[src/hw/rtl/bmfd_pkg.sv]
`timescale 1ns / 1ps
// ----------------------------------------------------------------------------
// bmfd_pkg: shared types and constants
// Request codes, payload structs and controller/datapath interface structs.
// ----------------------------------------------------------------------------
package bmfd_pkg;

  // Request codes
  localparam logic [1:0] REQ_INIT    = 2'd0;
  localparam logic [1:0] REQ_SEGMENT = 2'd1;
  localparam logic [1:0] REQ_UPDATE  = 2'd2;

  // Reset value of the match threshold
  localparam logic [7:0] THR_RESET = 8'd10;

  // Write address selects
  localparam logic [1:0] WSEL_SEQ = 2'd0;
  localparam logic [1:0] WSEL_PIX = 2'd1;
  localparam logic [1:0] WSEL_NBR = 2'd2;

  typedef struct packed {
    logic [1:0]  req_type;
    logic [11:0] pixel_index;
    logic [7:0]  pixel_value;
    logic [4:0]  sample_slot;
    logic [11:0] neighbor_index;
    logic        write_neighbor;
  } req_t;

  typedef struct packed {
    logic       foreground;
    logic [7:0] mean_value;
  } res_t;

  // Controller to datapath
  typedef struct packed {
    logic       load;   // latch request, reset accumulators
    logic       step;   // advance sequential address by one frame
    logic       rd;     // read history at sequential address
    logic       wr;     // write pixel value into history
    logic [1:0] wsel;   // write address select
    logic       div;    // scale the sum into the mean
  } cmd_t;

  // Datapath to controller
  typedef struct packed {
    logic pix_ok;
    logic nbr_ok;
    logic slot_ok;
    logic wr_nbr;
  } sts_t;

endpackage

[src/hw/rtl/bmfd_ctrl.sv]
`timescale 1ns / 1ps
// ----------------------------------------------------------------------------
// bmfd_ctrl: request sequencer
// Steps init writes, update writes, segment reads and the mean scaling, and
// raises the one-cycle result strobe.
// ----------------------------------------------------------------------------
module bmfd_ctrl #(
  parameter int unsigned SAMPLES = 25
) (
  input  logic              clk_i,
  input  logic              rst_ni,
  input  logic              start,
  input  logic [1:0]        req_type_i,
  input  bmfd_pkg::sts_t    sts_i,
  output bmfd_pkg::cmd_t    cmd_o,
  output logic              busy,
  output logic              done_o
);

  localparam int unsigned CNT_W = ($clog2(SAMPLES) > 3) ? $clog2(SAMPLES) : 3;

  localparam logic [2:0] S_IDLE     = 3'd0;
  localparam logic [2:0] S_INIT     = 3'd1;
  localparam logic [2:0] S_UPD_P    = 3'd2;
  localparam logic [2:0] S_UPD_N    = 3'd3;
  localparam logic [2:0] S_SEG_RD   = 3'd4;
  localparam logic [2:0] S_SEG_LAST = 3'd5;
  localparam logic [2:0] S_DIV      = 3'd6;
  localparam logic [2:0] S_DONE     = 3'd7;

  logic [2:0]       state_q, state_d;
  logic [CNT_W-1:0] cnt_q, cnt_d;
  logic             last_smp;

  assign last_smp = (cnt_q == CNT_W'(SAMPLES - 1));

  // Next state and commands
  always_comb begin
    state_d = state_q;
    cnt_d   = cnt_q;
    cmd_o   = '0;
    cmd_o.wsel = bmfd_pkg::WSEL_SEQ;
    case (state_q)
      S_IDLE: begin
        cnt_d = '0;
        if (start) begin
          cmd_o.load = 1'b1;
          case (req_type_i)
            bmfd_pkg::REQ_INIT:    state_d = S_INIT;
            bmfd_pkg::REQ_SEGMENT: state_d = S_SEG_RD;
            bmfd_pkg::REQ_UPDATE:  state_d = S_UPD_P;
            default:               state_d = S_IDLE;
          endcase
        end
      end
      S_INIT: begin
        cmd_o.wr   = sts_i.pix_ok;
        cmd_o.step = 1'b1;
        cnt_d      = cnt_q + 1'b1;
        if (last_smp) begin
          state_d = S_IDLE;
        end
      end
      S_UPD_P: begin
        cmd_o.wr   = sts_i.pix_ok && sts_i.slot_ok;
        cmd_o.wsel = bmfd_pkg::WSEL_PIX;
        state_d    = sts_i.wr_nbr ? S_UPD_N : S_IDLE;
      end
      S_UPD_N: begin
        cmd_o.wr   = sts_i.nbr_ok && sts_i.slot_ok;
        cmd_o.wsel = bmfd_pkg::WSEL_NBR;
        state_d    = S_IDLE;
      end
      S_SEG_RD: begin
        if (!sts_i.pix_ok) begin
          // out of frame: answer zero at once
          state_d = S_DONE;
        end else begin
          cmd_o.rd   = 1'b1;
          cmd_o.step = 1'b1;
          cnt_d      = cnt_q + 1'b1;
          if (last_smp) begin
            state_d = S_SEG_LAST;
          end
        end
      end
      S_SEG_LAST: begin
        // drain the last read into the sum
        cnt_d   = '0;
        state_d = S_DIV;
      end
      S_DIV: begin
        cmd_o.div = 1'b1;
        state_d   = S_DONE;
      end
      S_DONE: begin
        state_d = S_IDLE;
      end
      default: begin
        state_d = S_IDLE;
      end
    endcase
  end

  // Hold state and counter
  always_ff @(posedge clk_i or negedge rst_ni) begin
    if (!rst_ni) begin
      state_q <= S_IDLE;
      cnt_q   <= '0;
    end else begin
      state_q <= state_d;
      cnt_q   <= cnt_d;
    end
  end

  assign busy   = (state_q != S_IDLE);
  assign done_o = (state_q == S_DONE);

endmodule

[config.mk]
export PLATFORM = sky130hd
export DESIGN_NAME = bmfd_ctrl
export DESIGN_NICKNAME = d
export VERILOG_FILES = /design/src/hw/rtl/bmfd_pkg.sv /design/src/hw/rtl/bmfd_ctrl.sv
export SDC_FILE = /design/constraint.sdc
export NUM_CORES = 1
export LEC_CHECK = 0
export BUFFER_PORTS_ARGS = -buffer_cell sky130_fd_sc_hd__buf_4
export CORE_MARGIN = 4
export CORE_UTILIZATION = 40
export CTS_BUF_LIST = sky130_fd_sc_hd__clkbuf_8
export DETAILED_ROUTE_END_ITERATION = 12
export HOLD_SLACK_MARGIN = 0.15
export PLACE_DENSITY = 0.63
export RECOVER_POWER = 100
export SKIP_LAST_GASP = 1
export SLEW_MARGIN = 25
export SYNTH_ARGS = -nofsm -noshare
export SYNTH_HDL_FRONTEND = slang
export SYNTH_SLANG_ARGS = --single-unit
[constraint.sdc]
create_clock -name clk_i -period 2.95 [get_ports clk_i]
set_input_delay 0.59 -clock clk_i [delete_from_list [all_inputs] [get_ports clk_i]]
set_output_delay 0.59 -clock clk_i [all_outputs]
set_load 0.01 [all_outputs]
== Yosys cells after proc, flatten, opt, wreduce, memory -nomap -nowiden ==
Cells that the tools add are included.

* Bits in registers: 8
* Input port bits: 9
* Output and inout bits: 9
* Logic and storage cells: 44

* $add $sub $neg: 1
* Equality and inequality tests: 14
* Muxes and demuxes: 17
* Reduce and logical (&&, ||, !) cells: 10

{| class="wikitable"
|+ Operators by type and width
! operator !! number
|-
| case mux 3 bit (7 select lines) || 1
|-
| case mux 5 bit (3 select lines) || 1
|-
| == test 3 bit (second input constant) || 4
|-
| 2-to-1 mux 3 bit || 4
|-
| case mux 3 bit (3 select lines) || 1
|-
| == test 3 x 2 -> 1 bit (second input constant) || 2
|-
| != test 2 bit (second input constant) || 3
|-
| nonzero test 3 bit || 2
|-
| adder 5 x 1 -> 5 bit (second input constant) || 1
|-
| == test 5 bit (second input constant) || 1
|-
| 2-to-1 mux 5 bit || 1
|-
| 2-to-1 mux 1 bit || 4
|-
| 2-to-1 mux 2 bit || 2
|-
| case mux 2 bit (2 select lines) || 1
|-
| OR reduction 2 bit || 2
|-
| == test 3 x 1 -> 1 bit (second input constant) || 1
|-
| logical NOT 3 bit || 1
|-
| != test 3 bit (second input constant) || 1
|-
| case mux 1 bit (3 select lines) || 1
|-
| AND reduction 3 bit || 1
|-
| == test 2 x 1 -> 1 bit (second input constant) || 1
|-
| == test 2 bit (second input constant) || 1
|-
| logical AND 1 bit || 2
|-
| logical NOT 2 bit || 1
|-
| other kinds (2) || 2
|}

== Logic depth before layout (Yosys ltp) ==
* Depth in word-level cells: 4
* Depth in mapped cells: 5
* Gate-level depth less buffers: 5

== Worst setup path before layout ==
OpenSTA, ideal clock, no wires.

* Path type: in2out
* Start point: input sts_i[3] (netlist name)
* End point: output cmd_o[5] (netlist name)
* Arrival time: 1.126 ns
* Required time: 2.360 ns
* Path slack: 1.234 ns
* Stages on the path: 2
* Path buffers: 0
* Cells stage by stage: and4bb_2 or2_1

{| class="wikitable"
|+ RTL lines
! item !! RTL line !! text
|-
| start, declared || bmfd_ctrl.sv:14 || <nowiki>input bmfd_pkg::sts_t sts_i,</nowiki>
|-
| end, declared || bmfd_ctrl.sv:15 || <nowiki>output bmfd_pkg::cmd_t cmd_o,</nowiki>
|}

==> results.cfg <==
[run_status]
status = finished, final reports clean

[global_routing]
antenna_found_initial = 0
grt_usage = 0.1274
grt-ovfl-total = 0
grt_max_degree = 19
grt_pass1_wl_mm = 2.456
grt_pass1_vias = 558

[synthesis]
synth_xor_area_frac = 0
syn-num-nets = 87
synth_compound_area_frac = 0.1848
yosysSeqAreaShare = 0.3048
synth_top_family_by_area = simple AND/OR/NAND/NOR gates
synthAdderAreaFrac = 0.03810
synthMuxAreaShare = 0.1010
synthDistinctLibCells = 36
yosys.area_share.simple = 0.2667
ys_ff_latch = 8
synth.avg_cell_area_um2 = 8.643
synth_warnings = 0
syn_area_um2 = 656.9
syn_inst = 76

[timing]
drv_slew = 0
tns_ns = 0
setup_viol = 0
post-route-min-period_ns = 2.158
max_freq_mhz = 463.4
period_share = 0.7315
fin_worst_skew_ns = 0.006974
tightest_slew_ns = 0.5197
final_hold_viol_count = 0
maxSlewHeadroom = 0.6535
grt_setup_unrepaired = false

[clock_tree]
cts_buffers = 3
path_clk_slew_ns = 0.05
cts_setup_buffers = 0
hold_buffers = 0
htree_levels = 1
cts_root_buf = clkbuf_8
clkSinkCount = 8
clockBufferDepth = 2
clk_latency_ns = 0.23
tritoncts = done
cts-resized-gates = 0

[cells_and_area]
final_cell_mix = 9 x clkbuf_1, 8 x inv_1, 8 x dfrtp_1, 8 x buf_4, 7 x nor2_1
final_common_cell = clkbuf_1
fillers = 158
fin_nets = 104
diodes = 0
drive_gt1_frac = 0.1429
syn2layout_area_growth_pct = 17.14
final_util = 0.5049

[worst_setup_path]
reg2reg_slack_ns = 1.31
cp.required_ns = 2.36
crit_slowest_cell = dfrtp_1
reg2reg_to = state_q[0]
cp_cell_sequence = and4bb_1 > or2_0 > clkbuf_1
setup.worst_path.start_class = register
r2r_start = state_q[1]
crit_arrival_ns = 1.57
crit_fanout = 18
cpPeakStageDelay_ns = 0.66
critPathKind = reg2out
end_kind = primary output
reg2reg_depth = 3

[floorplan]
dieWidth_um = 48.53
initial_core_util = 0.4310
ios = 18
dieHeight_um = 48.53
rows = 14
core-area_um2 = 1524
dieArea_um2 = 2355

[min_path]
hold_class = in2async

[placed_design]
place_hpwl_mm = 1.040
portBuffers = 17
place_congestion = 0.7702

[pwr]
peakVddDrop_v = 0.0003632
power_w = 0.0007500
power.density_nw_per_um2 = 974.6
p_leak_nw = 0.3489

[routing]
vias_per_cell = 5.626
ant_nets = 0
vias = 602
wl_mm = 1.400
drt_iter0_drc = 10
firstDrtPassIters = 4
drc = 0
wire_per_inst_um = 13.08

[run]
maxCapViolCount = 0
## state kept, by name, indices dropped and copies added (netlist names)
name     count
cnt_q        5
state_q      3
## where the power goes
part	switching, W	total (W)	leakage (nW)	internal, W
Combinational	0.000168	0.000341	0.225	0.000173
Clock	0.0000437	0.000132	0.0216	0.0000885
Sequential	0.000121	0.000276	0.102	0.000155
Total	0.000333	0.000750	0.349	0.000417
## worst max-delay path, delay by kind of cell, from the launching register on
family / cells / cell delay, ns
flip-flops: 1 / 0.66
buffers and inverters: 1 / 0.14
AND/OR/NAND/NOR: 2 / 0.54
## stage by stage
stage               setup slack, ns  hold slack [ns]  cell area [um^2]  cells
floorplan                     1.234           0.2944             656.9     76
global placement             0.9874           0.4188             765.7    104
detailed placement           0.9850           0.4196             765.7    104
CTS                          0.7560           0.1741             807.0    107
global route                 0.6076           0.3379             769.5    107
finish                       0.7920           0.2898             769.5    107
## layer usage
metal  GRT usage  part of all wire  vias to the layer above
met5           0                 0                        -
met4     0.05381                 0                        0
met3     0.02761             0.071                        0
met2      0.1826              0.45                       20
met1      0.1816              0.48                      270
li1            -                 -                      312
## kinds of logic (layout without fill, tap and decap cells)
kind of cell,Yosys count,in the layout
buffers and inverters,13,28
AOI/OAI and AO/OA,16,16
and+or+nand+nor,31,31
muxes,6,6
adders and majority gates,2,2
DFF,8,8
## synth_stat cells
cell / count / area share
mux2_2: 1 / 0.017
nor3_1: 4 / 0.030
nor4b_1: 1 / 0.013
o211a_1: 1 / 0.015
nand2_1: 3 / 0.017
inv_1: 8 / 0.046
nor3b_1: 2 / 0.023
a32o_1: 1 / 0.015
o31ai_1: 1 / 0.011
a21oi_1: 5 / 0.038
and3b_1: 1 / 0.013
and4bb_2: 1 / 0.019
clkbuf_1: 1 / 0.0057
buf_2: 1 / 0.0076
o2bb2ai_1: 2 / 0.027
nor2_1: 7 / 0.040
or3_1: 1 / 0.0095
mux2i_1: 4 / 0.061
nand4_1: 1 / 0.0095
nand2b_1: 2 / 0.019
dfrtp_1: 8 / 0.30
buf_6: 2 / 0.034
a221oi_1: 1 / 0.013
o211ai_1: 1 / 0.011
nand3_1: 4 / 0.030
nand4b_1: 1 / 0.013
ha_1: 2 / 0.038
o221ai_1: 1 / 0.013
mux2_4: 1 / 0.023
a41oi_1: 1 / 0.013
buf_4: 1 / 0.011
a22o_1: 1 / 0.013
or2_1: 1 / 0.0095
o21ai_2: 1 / 0.013
nor4_1: 1 / 0.0095
and3_1: 1 / 0.0095
## worst max path at each step
stage / from / to / slack (ns) / cells after the start
floorplan: sts_i[3] / cmd_o[5] / 1.23 / 2
global placement: sts_i[3] / cmd_o[5] / 0.99 / 4
detailed placement: sts_i[3] / cmd_o[5] / 0.98 / 4
CTS: state_q[1] / cmd_o[5] / 0.76 / 3
global route: state_q[0] / cmd_o[5] / 0.61 / 3
finish: state_q[1] / cmd_o[5] / 0.79 / 3
## layout make-up
cell class	instances	area [um^2]	share of cell area
clock buffer	3	41.29	0.05366
inverter	8	30.03	0.03902
multi-input combinational	55	384.1	0.4992
sequential	8	200.2	0.2602
tap	16	20.02	0.02602
timing repair buffer	17	93.84	0.1220
Power figures use the tool's default switching activity.
